`src/hdl/xbr_pkg.sv`:
```
// ----------------------------------------------------------------------------
// xbr_pkg: shared types and constants for the bounded random generator
// Field widths, operation codes, generator reset words and mixer constants.
// ----------------------------------------------------------------------------
package xbr_pkg;

  localparam int unsigned FUNC_W = 3;
  localparam int unsigned WORD_W = 64;
  localparam int unsigned INT_W  = 32;

  typedef logic [FUNC_W-1:0]        func_t;
  typedef logic [WORD_W-1:0]        word_t;
  typedef logic signed [INT_W-1:0]  sint_t;

  // operation codes
  localparam func_t FN_SEED   = 3'd0;
  localparam func_t FN_RAW    = 3'd1;
  localparam func_t FN_RANGE  = 3'd2;
  localparam func_t FN_CHOICE = 3'd3;
  localparam func_t FN_FRAC   = 3'd4;

  // splitmix64 constants
  localparam word_t MIX_GOLDEN = 64'h9e3779b97f4a7c15;
  localparam word_t MIX_MUL1   = 64'hbf58476d1ce4e5b9;
  localparam word_t MIX_MUL2   = 64'h94d049bb133111eb;

  // generator state after reset
  localparam word_t GEN_RST0 = 64'h243f6a8885a308d3;
  localparam word_t GEN_RST1 = 64'h13198a2e03707344;
  localparam word_t GEN_RST2 = 64'ha4093822299f31d0;
  localparam word_t GEN_RST3 = 64'h082efa98ec4e6c89;

  localparam int unsigned GEN_ROT   = 45;
  localparam int unsigned GEN_SHIFT = 17;

endpackage

```
`src/hdl/xbr_ifs.sv`:
```
// ----------------------------------------------------------------------------
// xbr channel interfaces
// Valid/ready channels for request words and result words.
// ----------------------------------------------------------------------------
interface xbr_in_if;
  logic            valid;
  logic            ready;
  xbr_pkg::func_t  func;
  xbr_pkg::word_t  seed_value;
  xbr_pkg::sint_t  range_min;
  xbr_pkg::sint_t  range_max;
  xbr_pkg::sint_t  choice_count;

  modport source (output valid, func, seed_value, range_min, range_max, choice_count,
                  input ready);
  modport sink   (input valid, func, seed_value, range_min, range_max, choice_count,
                  output ready);
endinterface

interface xbr_out_if;
  logic            valid;
  logic            ready;
  xbr_pkg::word_t  raw_value;
  xbr_pkg::sint_t  int_value;

  modport source (output valid, raw_value, int_value, input ready);
  modport sink   (input valid, raw_value, int_value, output ready);
endinterface

```
`src/hdl/xoshiro256ss_bounded_random.sv`:
```
// ----------------------------------------------------------------------------
// xoshiro256ss_bounded_random: xoshiro256** generator with bounded draws
// Seeding via splitmix64, raw and fractional outputs, unbiased range draws.
// ----------------------------------------------------------------------------
// One request word at a time: the block takes a word only when its sequencer
// is idle and returns exactly one result word for it. Raw and fraction draws
// run one generator step plus the output scrambler. A seed builds each of the
// four splitmix64 words from two 64x64 products, built from three 32x32
// partial products on a single shared multiplier. Range and choice draws use
// the bit-serial remainder unit, which runs once for the rejection threshold
// and again for the final remainder; each rejected draw repeats the generator
// step. A zero range bound and a nonpositive choice count finish without a
// draw. A finished result sits in an output register until it is taken; the
// next request is taken once that result has been loaded there.
module xoshiro256ss_bounded_random (
  input  logic clk,
  input  logic rst_n,
  xbr_in_if.sink    in_ch,
  xbr_out_if.source out_ch
);
  import xbr_pkg::*;

  typedef enum logic [13:0] {
    S_IDLE     = 14'b00000000000001,
    S_PREP     = 14'b00000000000010,
    S_BND_CHK  = 14'b00000000000100,
    S_DIV      = 14'b00000000001000,
    S_SUM      = 14'b00000000010000,
    S_MIX_ADD  = 14'b00000000100000,
    S_MIX_XS   = 14'b00000001000000,
    S_MUL      = 14'b00000010000000,
    S_MIX_FIN  = 14'b00000100000000,
    S_SEED_CHK = 14'b00001000000000,
    S_GEN_A    = 14'b00010000000000,
    S_GEN_B    = 14'b00100000000000,
    S_DRAW     = 14'b01000000000000,
    S_FIN      = 14'b10000000000000
  } state_t;

  state_t state_r, state_nxt;

  // captured request
  func_t         func_r, func_nxt;
  word_t         seed_r, seed_nxt;
  sint_t         min_r, min_nxt;
  sint_t         max_r, max_nxt;
  sint_t         cnt_in_r, cnt_in_nxt;

  // generator state
  word_t         gw_r [4];
  word_t         gw_nxt [4];

  // splitmix datapath
  word_t         acc_r, acc_nxt;       // splitmix running sum
  word_t         z_r, z_nxt;           // value being mixed
  word_t         pacc_r, pacc_nxt;     // partial product accumulator
  word_t         mp_r, mp_nxt;         // registered multiplier output
  logic [1:0]    mul_cnt_r, mul_cnt_nxt;
  logic          mix_ph_r, mix_ph_nxt; // 0: first multiply, 1: second
  logic [1:0]    widx_r, widx_nxt;

  // generator output datapath
  word_t         x5_r, x5_nxt;
  word_t         gres_r, gres_nxt;

  // bounded draw
  logic [31:0]   lo_r, lo_nxt;
  logic [31:0]   bound_r, bound_nxt;
  logic [31:0]   thresh_r, thresh_nxt;
  logic [31:0]   rem_r, rem_nxt;
  logic [31:0]   dvd_r, dvd_nxt;
  logic [4:0]    div_cnt_r, div_cnt_nxt;
  logic          div_final_r, div_final_nxt;

  // result
  word_t         raw_res_r, raw_res_nxt;
  logic [31:0]   int_res_r, int_res_nxt;
  logic          out_valid_r, out_valid_nxt;
  word_t         out_raw_r, out_raw_nxt;
  logic [31:0]   out_int_r, out_int_nxt;

  // shared combinational helpers
  logic [31:0]   mul_a, mul_b;
  word_t         mix_k;
  word_t         mix_sum;
  logic [32:0]   div_sh;
  logic [32:0]   div_diff;
  logic [31:0]   div_rem;
  word_t         rot7;
  logic [31:0]   span_fwd, span_rev;

  assign in_ch.ready      = (state_r == S_IDLE);
  assign out_ch.valid     = out_valid_r;
  assign out_ch.raw_value = out_raw_r;
  assign out_ch.int_value = out_int_r;

  // shared 32x32 multiplier, operands picked by partial-product step
  always_comb begin
    mix_k = mix_ph_r ? MIX_MUL2 : MIX_MUL1;
    unique case (mul_cnt_r)
      2'd0:    begin mul_a = z_r[31:0];  mul_b = mix_k[31:0];  end
      2'd1:    begin mul_a = z_r[31:0];  mul_b = mix_k[63:32]; end
      2'd2:    begin mul_a = z_r[63:32]; mul_b = mix_k[31:0];  end
      default: begin mul_a = '0;         mul_b = '0;           end
    endcase
  end

  assign mp_nxt = word_t'(mul_a) * word_t'(mul_b);

  // restoring remainder step, one dividend bit per cycle
  assign div_sh   = {rem_r, dvd_r[31]};
  assign div_diff = div_sh - {1'b0, bound_r};
  assign div_rem  = div_diff[32] ? div_sh[31:0] : div_diff[31:0];

  assign mix_sum  = acc_r + MIX_GOLDEN;
  assign rot7     = {x5_r[56:0], x5_r[63:57]};
  assign span_fwd = 32'(max_r) - 32'(min_r) + 32'd1;
  assign span_rev = 32'(min_r) - 32'(max_r) + 32'd1;

  always_comb begin
    state_nxt     = state_r;
    func_nxt      = func_r;
    seed_nxt      = seed_r;
    min_nxt       = min_r;
    max_nxt       = max_r;
    cnt_in_nxt    = cnt_in_r;
    for (int i = 0; i < 4; i++) gw_nxt[i] = gw_r[i];
    acc_nxt       = acc_r;
    z_nxt         = z_r;
    pacc_nxt      = pacc_r;
    mul_cnt_nxt   = mul_cnt_r;
    mix_ph_nxt    = mix_ph_r;
    widx_nxt      = widx_r;
    x5_nxt        = x5_r;
    gres_nxt      = gres_r;
    lo_nxt        = lo_r;
    bound_nxt     = bound_r;
    thresh_nxt    = thresh_r;
    rem_nxt       = rem_r;
    dvd_nxt       = dvd_r;
    div_cnt_nxt   = div_cnt_r;
    div_final_nxt = div_final_r;
    raw_res_nxt   = raw_res_r;
    int_res_nxt   = int_res_r;
    out_raw_nxt   = out_raw_r;
    out_int_nxt   = out_int_r;
    out_valid_nxt = out_valid_r && !out_ch.ready;

    unique case (state_r)
      S_IDLE: begin
        if (in_ch.valid) begin
          func_nxt   = in_ch.func;
          seed_nxt   = in_ch.seed_value;
          min_nxt    = in_ch.range_min;
          max_nxt    = in_ch.range_max;
          cnt_in_nxt = in_ch.choice_count;
          state_nxt  = S_PREP;
        end
      end

      S_PREP: begin
        raw_res_nxt = '0;
        int_res_nxt = '0;
        case (func_r)
          FN_SEED: begin
            acc_nxt    = seed_r;
            widx_nxt   = '0;
            mix_ph_nxt = 1'b0;
            state_nxt  = S_MIX_ADD;
          end
          FN_RAW, FN_FRAC: state_nxt = S_GEN_A;
          FN_RANGE: begin
            // reversed limits are swapped
            if (max_r < min_r) begin
              lo_nxt    = 32'(max_r);
              bound_nxt = span_rev;
            end else begin
              lo_nxt    = 32'(min_r);
              bound_nxt = span_fwd;
            end
            state_nxt = S_BND_CHK;
          end
          FN_CHOICE: begin
            lo_nxt = '0;
            if (cnt_in_r[31] || (cnt_in_r == '0)) begin
              int_res_nxt = '1;
              state_nxt   = S_FIN;
            end else begin
              bound_nxt = 32'(cnt_in_r);
              state_nxt = S_BND_CHK;
            end
          end
          default: state_nxt = S_FIN;
        endcase
      end

      S_BND_CHK: begin
        // full 32-bit range: bound wraps to zero, no draw
        if (bound_r == '0) begin
          int_res_nxt = lo_r;
          state_nxt   = S_FIN;
        end else begin
          rem_nxt       = '0;
          dvd_nxt       = 32'd0 - bound_r;
          div_cnt_nxt   = '0;
          div_final_nxt = 1'b0;
          state_nxt     = S_DIV;
        end
      end

      S_DIV: begin
        rem_nxt     = div_rem;
        dvd_nxt     = {dvd_r[30:0], 1'b0};
        div_cnt_nxt = div_cnt_r + 5'd1;
        if (div_cnt_r == '1) begin
          if (div_final_r) begin
            state_nxt = S_SUM;
          end else begin
            thresh_nxt = div_rem;
            state_nxt  = S_GEN_A;
          end
        end
      end

      S_SUM: begin
        int_res_nxt = lo_r + rem_r;
        state_nxt   = S_FIN;
      end

      S_MIX_ADD: begin
        acc_nxt   = mix_sum;
        z_nxt     = mix_sum;
        state_nxt = S_MIX_XS;
      end

      S_MIX_XS: begin
        z_nxt       = mix_ph_r ? (z_r ^ (z_r >> 27)) : (z_r ^ (z_r >> 30));
        mul_cnt_nxt = '0;
        state_nxt   = S_MUL;
      end

      S_MUL: begin
        // low 64 bits of z*k from three 32x32 partial products
        mul_cnt_nxt = mul_cnt_r + 2'd1;
        unique case (mul_cnt_r)
          2'd0: ;
          2'd1: pacc_nxt = mp_r;
          2'd2: pacc_nxt = {pacc_r[63:32] + mp_r[31:0], pacc_r[31:0]};
          default: begin
            z_nxt = {pacc_r[63:32] + mp_r[31:0], pacc_r[31:0]};
            if (mix_ph_r) begin
              state_nxt = S_MIX_FIN;
            end else begin
              mix_ph_nxt = 1'b1;
              state_nxt  = S_MIX_XS;
            end
          end
        endcase
      end

      S_MIX_FIN: begin
        gw_nxt[widx_r] = z_r ^ (z_r >> 31);
        if (widx_r == 2'd3) begin
          state_nxt = S_SEED_CHK;
        end else begin
          widx_nxt   = widx_r + 2'd1;
          mix_ph_nxt = 1'b0;
          state_nxt  = S_MIX_ADD;
        end
      end

      S_SEED_CHK: begin
        if ((gw_r[0] | gw_r[1] | gw_r[2] | gw_r[3]) == '0) gw_nxt[0] = 64'd1;
        state_nxt = S_FIN;
      end

      S_GEN_A: begin
        // scrambler input from the old word 1, state advance in parallel
        x5_nxt    = gw_r[1] + (gw_r[1] << 2);
        gw_nxt[2] = gw_r[2] ^ gw_r[0] ^ (gw_r[1] << GEN_SHIFT);
        gw_nxt[3] = {(gw_r[3] ^ gw_r[1]) << GEN_ROT}
                    | ((gw_r[3] ^ gw_r[1]) >> (WORD_W - GEN_ROT));
        gw_nxt[1] = gw_r[1] ^ gw_r[2] ^ gw_r[0];
        gw_nxt[0] = gw_r[0] ^ gw_r[3] ^ gw_r[1];
        state_nxt = S_GEN_B;
      end

      S_GEN_B: begin
        gres_nxt  = rot7 + (rot7 << 3);
        state_nxt = S_DRAW;
      end

      S_DRAW: begin
        if (func_r == FN_RAW) begin
          raw_res_nxt = gres_r;
          state_nxt   = S_FIN;
        end else if (func_r == FN_FRAC) begin
          raw_res_nxt = gres_r >> 11;
          state_nxt   = S_FIN;
        end else if (gres_r[63:32] >= thresh_r) begin
          rem_nxt       = '0;
          dvd_nxt       = gres_r[63:32];
          div_cnt_nxt   = '0;
          div_final_nxt = 1'b1;
          state_nxt     = S_DIV;
        end else begin
          // rejected, draw again
          state_nxt = S_GEN_A;
        end
      end

      S_FIN: begin
        if (!out_valid_r || out_ch.ready) begin
          out_valid_nxt = 1'b1;
          out_raw_nxt   = raw_res_r;
          out_int_nxt   = int_res_r;
          state_nxt     = S_IDLE;
        end
      end

      default: state_nxt = S_IDLE;
    endcase
  end

  always_ff @(posedge clk) begin
    if (!rst_n) begin
      state_r     <= S_IDLE;
      out_valid_r <= 1'b0;
      gw_r[0]     <= GEN_RST0;
      gw_r[1]     <= GEN_RST1;
      gw_r[2]     <= GEN_RST2;
      gw_r[3]     <= GEN_RST3;
      mul_cnt_r   <= '0;
      mix_ph_r    <= 1'b0;
      widx_r      <= '0;
      div_cnt_r   <= '0;
      div_final_r <= 1'b0;
    end else begin
      state_r     <= state_nxt;
      out_valid_r <= out_valid_nxt;
      for (int i = 0; i < 4; i++) gw_r[i] <= gw_nxt[i];
      mul_cnt_r   <= mul_cnt_nxt;
      mix_ph_r    <= mix_ph_nxt;
      widx_r      <= widx_nxt;
      div_cnt_r   <= div_cnt_nxt;
      div_final_r <= div_final_nxt;
    end
  end

  always_ff @(posedge clk) begin
    func_r    <= func_nxt;
    seed_r    <= seed_nxt;
    min_r     <= min_nxt;
    max_r     <= max_nxt;
    cnt_in_r  <= cnt_in_nxt;
    acc_r     <= acc_nxt;
    z_r       <= z_nxt;
    pacc_r    <= pacc_nxt;
    mp_r      <= mp_nxt;
    x5_r      <= x5_nxt;
    gres_r    <= gres_nxt;
    lo_r      <= lo_nxt;
    bound_r   <= bound_nxt;
    thresh_r  <= thresh_nxt;
    rem_r     <= rem_nxt;
    dvd_r     <= dvd_nxt;
    raw_res_r <= raw_res_nxt;
    int_res_r <= int_res_nxt;
    out_raw_r <= out_raw_nxt;
    out_int_r <= out_int_nxt;
  end

  // an accepted word always starts the sequencer
  a_accept_starts: assert property (@(posedge clk) disable iff (!rst_n)
    (in_ch.valid && in_ch.ready) |=> (state_r == S_PREP))
    else $error("accepted word did not start the sequencer");

  // generator never rests in the all-zero state
  a_state_nonzero: assert property (@(posedge clk) disable iff (!rst_n)
    (state_r == S_IDLE) |-> ((gw_r[0] | gw_r[1] | gw_r[2] | gw_r[3]) != '0))
    else $error("generator state is all zero");

  // remainder unit only runs with a nonzero bound
  a_div_bound: assert property (@(posedge clk) disable iff (!rst_n)
    (state_r == S_DIV) |-> (bound_r != '0))
    else $error("remainder step with zero bound");

  // a new result only comes from the finish state
  a_out_from_fin: assert property (@(posedge clk) disable iff (!rst_n)
    $rose(out_valid_r) |-> $past(state_r == S_FIN))
    else $error("result loaded outside finish state");

endmodule

```
`src/flat_wrapper.sv`:
```
// flat-port wrapper written by rule: the top's interface ports become plain ports
module xoshiro256ss_bounded_random_flat import xbr_pkg::*;
  (clk, rst_n, in_ch_valid, in_ch_func, in_ch_seed_value, in_ch_range_min, in_ch_range_max, in_ch_choice_count, in_ch_ready, out_ch_valid, out_ch_raw_value, out_ch_int_value, out_ch_ready);
  xbr_in_if in_ch_i ();
  xbr_out_if out_ch_i ();
  input  logic clk;
  input  logic rst_n;
  input wire logic [$bits(in_ch_i.valid)-1:0] in_ch_valid;
  input wire logic [$bits(in_ch_i.func)-1:0] in_ch_func;
  input wire logic [$bits(in_ch_i.seed_value)-1:0] in_ch_seed_value;
  input wire logic [$bits(in_ch_i.range_min)-1:0] in_ch_range_min;
  input wire logic [$bits(in_ch_i.range_max)-1:0] in_ch_range_max;
  input wire logic [$bits(in_ch_i.choice_count)-1:0] in_ch_choice_count;
  output wire logic [$bits(in_ch_i.ready)-1:0] in_ch_ready;
  output wire logic [$bits(out_ch_i.valid)-1:0] out_ch_valid;
  output wire logic [$bits(out_ch_i.raw_value)-1:0] out_ch_raw_value;
  output wire logic [$bits(out_ch_i.int_value)-1:0] out_ch_int_value;
  input wire logic [$bits(out_ch_i.ready)-1:0] out_ch_ready;
  assign in_ch_i.valid = in_ch_valid;
  assign in_ch_i.func = in_ch_func;
  assign in_ch_i.seed_value = in_ch_seed_value;
  assign in_ch_i.range_min = in_ch_range_min;
  assign in_ch_i.range_max = in_ch_range_max;
  assign in_ch_i.choice_count = in_ch_choice_count;
  assign in_ch_ready = in_ch_i.ready;
  assign out_ch_valid = out_ch_i.valid;
  assign out_ch_raw_value = out_ch_i.raw_value;
  assign out_ch_int_value = out_ch_i.int_value;
  assign out_ch_i.ready = out_ch_ready;
  xoshiro256ss_bounded_random u_core (.clk(clk), .rst_n(rst_n), .in_ch(in_ch_i), .out_ch(out_ch_i));
endmodule
```
`config.mk`:
```
export PLATFORM = sky130hd
export DESIGN_NAME = xoshiro256ss_bounded_random_flat
export DESIGN_NICKNAME = d
export VERILOG_FILES = /design/src/hdl/xbr_pkg.sv /design/src/hdl/xbr_ifs.sv /design/src/hdl/xoshiro256ss_bounded_random.sv /design/src/flat_wrapper.sv
export SDC_FILE = /design/constraint.sdc
export NUM_CORES = 2
export LEC_CHECK = 0
export BUFFER_PORTS_ARGS = -buffer_cell sky130_fd_sc_hd__buf_2
export CORE_ASPECT_RATIO = 1.75
export CORE_MARGIN = 2
export CORE_UTILIZATION = 45
export CTS_CLUSTER_DIAMETER = 80
export DETAILED_ROUTE_END_ITERATION = 16
export SLEW_MARGIN = 20
export SYNTH_ARGS = -nofsm -noshare
export SYNTH_HDL_FRONTEND = slang
export SYNTH_SLANG_ARGS = --single-unit
```
`constraint.sdc`:
```
create_clock -name clk -period 10.6 [get_ports clk]
set_input_delay 0.53 -clock clk [delete_from_list [all_inputs] [get_ports clk]]
set_output_delay 0.53 -clock clk [all_outputs]
set_load 0.03 [all_outputs]
```
==> impl_metrics.json <==
{
  "synth_top_family_by_area": "adder cells",
  "io_buffers": 264,
  "layout-drive-gt1-share_pct": 10.85,
  "cts_made_buffers": 109,
  "final_cells": 13308,
  "first_pass_iters": 8,
  "clock_sinks": 1181,
  "hold_violations": 0,
  "crit_slowest_cell": "fa_1",
  "layout_min_cycle_time_ns": 10.45,
  "cpMostUsedCell": "fa_1",
  "globalRouteOverflowTotal": 0,
  "async_reset_ff_share_pct": 0,
  "timing.fmax_mhz": 95.69,
  "clk_pin_slew_ns": 0.07,
  "cts_buffer_depth": 3,
  "maxSlewViolCount": 0,
  "drc": 0,
  "start_kind": "flip-flop",
  "hpwlAfterDp_microns": 352500,
  "cts_tree": "built",
  "dieArea_sq_um": 217700,
  "yosysSeqAreaShare_pct": 33.26,
  "critical_path_required_ns": 11.29,
  "hold-path-cell-count": 1,
  "syn_nets": 11521,
  "maxCapViolations": 0,
  "synthAdderAreaFrac_pct": 26.91,
  "leakagePower_nw": 46.67,
  "synthesis.area_sq_um": 96210,
  "worst_ep_arrival_time_ns": 11.14,
  "synthTopCellsByArea": "edfxtp_1, fa_1, ha_1, dfxtp_1, inv_1",
  "synth_compound_area_share_pct": 14.11,
  "max_stage_delay_ns": 0.84,
  "routedWlPerCell_microns": 33.91,
  "initial_core_util_pct": 45.23,
  "synth-simple-area-share_pct": 12.26,
  "finalCritPeriodShare_pct": 98.59,
  "tightest_slew_ns": 1.286,
  "finClkSkew_ns": 0.06257,
  "avgViaCountPerCell": 6.061,
  "ant_nets": 0,
  "peakVddDrop_uv": 137.3,
  "htreeDepth": 3,
  "final_nets": 12069,
  "status": "finished clean",
  "critPathBufInv": 5,
  "synth_top_cell_by_area": "edfxtp_1",
  "rsz0062_at_grt": "no",
  "cts-root-buf": "clkbuf_16",
  "grt_max_degree": 146,
  "cp_num_cells": 29,
  "vias": 80663,
  "synth_top_cell_area_share_pct": 26.06,
  "ys_types": 92,
  "ff2ff_path_depth": 29,
  "areaGrowthSynthToFinish_pct": 13.75,
  "crit_path_end_kind": "flip-flop",
  "antenna_found_initial": 65,
  "synthMuxAreaShare_pct": 1.376,
  "crit_family": "adder cells",
  "wirelength_microns": 451300,
  "top_level_ports": 265,
  "placed_cells_incl_taps": 12898,
  "die_x_microns": 353.5,
  "ys_ff_latch": 1181,
  "synth_edf_count": 835,
  "core_area_sq_um": 212700,
  "grt_pass1_wl_microns": 630100,
  "fin_tns_setup_ns": 0,
  "max_slew_margin_pct": 13.96,
  "synthFlopType": "edfxtp_1",
  "setup_viol": 0,
  "die_h_microns": 615.7,
  "syn_inst": 9795,
  "yosysMostFrequentCell": "inv_1",
  "critical_path.max_fanout": 30,
  "track_usage_pct": 41.93,
  "ys_warn_count": 0,
  "drtIter0Drc": 7277,
  "synth_common_cells": "inv_1, fa_1, edfxtp_1, nor2_1, nand2_1",
  "hp-class": "in -> reg",
  "rows": 224,
  "synth_xor_area_share_pct": 5.888,
  "post-route-util_pct": 51.45,
  "insertion_delay_ns": 0.79,
  "power_density_nw_per_um2": 99.38,
  "avgSynthCellArea_sq_um": 9.823,
  "critPathKind": "reg -> reg",
  "grt_pass1_vias": 81243,
  "finalWeightedCongestion": 1.116
}
-- metal layers --
metal  wire [microns]  global-route usage (%)  vias up
met5              177                 0.06667        -
met4            65500                   48.02       28
met3            33070                   13.13     2034
met2           223400                   71.01     4213
met1           129100                   36.71    39603
li1                 -                       -    34785
-- power by group --
group	switching [W]	internal (W)	leakage (nW)	total (W)
combinational	0.000775	0.000477	34.5	0.00125
sequential	0.0000866	0.00504	10.3	0.00513
clock	0.00195	0.00255	1.93	0.00450
total	0.00281	0.00807	46.7	0.0109
-- state kept, by name, indices dropped and copies added, names as in the netlist, 64 cells and up --
signal	count
u_core.z_r	64
u_core.acc_r	64
u_core.seed_r	64
u_core.out_ch.raw_value	64
u_core.x5_r	64
u_core.gres_r	64
u_core.pacc_r	64
u_core.raw_res_r	64
u_core.gw_r	256
u_core.mp_r	64
-- what timing repair did --
action / 4_1_cts / 5_1_grt
endpoints found under the hold margin: 140 / 0
setup buffers: 0 / 3
endpoints found under the setup margin: 0 / 8
gates resized for setup: 0 / 5
hold buffers: 140 / 0
-- cells by family (layout without fill, tap and decap cells) --
group / count (synthesis) / in the layout
buffers and inverters: 1582 / 2225
muxes: 126 / 126
and+or+nand+nor: 2512 / 2512
DFF: 1181 / 1181
xor gates and xnor gates: 646 / 646
other: 0 / 45
adders and majority gates: 1559 / 1559
AOI/OAI and AO/OA: 2189 / 2189
-- worst paths after layout --
check	start	endpoint	slack, ns
worst max-delay path	u_core.mul_cnt_r[0]	u_core.mp_r[61]	0.15
worst min-delay path	in_ch_seed_value[1]	u_core.seed_r[1]	0.02
worst max register to register	u_core.mul_cnt_r[0]	u_core.mp_r[61]	0.15
worst min register to register	u_core.int_res_r[0]	u_core.out_ch.int_value[0]	0.41
-- stage by stage --
| stage | hold slack (ns) | setup WS [ns] | power [W] | area, sq um |
|---|---|---|---|---|
| after floorplan | 0.4003 | 1.490 | 0.005964 | 96210 |
| final | 0.01889 | 0.1491 | 0.01088 | 109400 |
| after detailed placement | 0.4045 | 0.2974 | 0.006409 | 103400 |
| after CTS | 0.002592 | 0.2383 | 0.01088 | 108800 |
| after global routing | 0.004354 | 0.01522 | 0.01118 | 109300 |
| after global placement | 0.4011 | 0.1023 | 0.006396 | 103300 |
-- cell usage in the layout (no fill, tap or decap), drive strengths merged, types with 85 or more instances in the layout --
cell type	n
clkbuf	126
a22oi	97
nor3	114
nor2b	118
fa	850
nor2	771
nand2	751
nand4	85
o211ai	127
nor4	112
edfxtp	835
a21o	191
and2	132
ha	709
xor2	284
dfxtp	346
inv	1164
buf	725
a21oi	664
dlygate4sd3	140
o21ai	584
xnor2	362
nand3	129
-- area by class of cell --
type | instances | area (sq um)
multi-input combinational | 7032 | 58770
inverter | 1153 | 4337
fill | 19652 | 103300
tap | 2825 | 3535
sequential | 1181 | 32000
clock buffer | 125 | 2858
clock inverter | 81 | 1155
antenna | 45 | 112.6
timing repair buffer | 866 | 6676
Note: power is estimated with default switching activity, not from simulation.
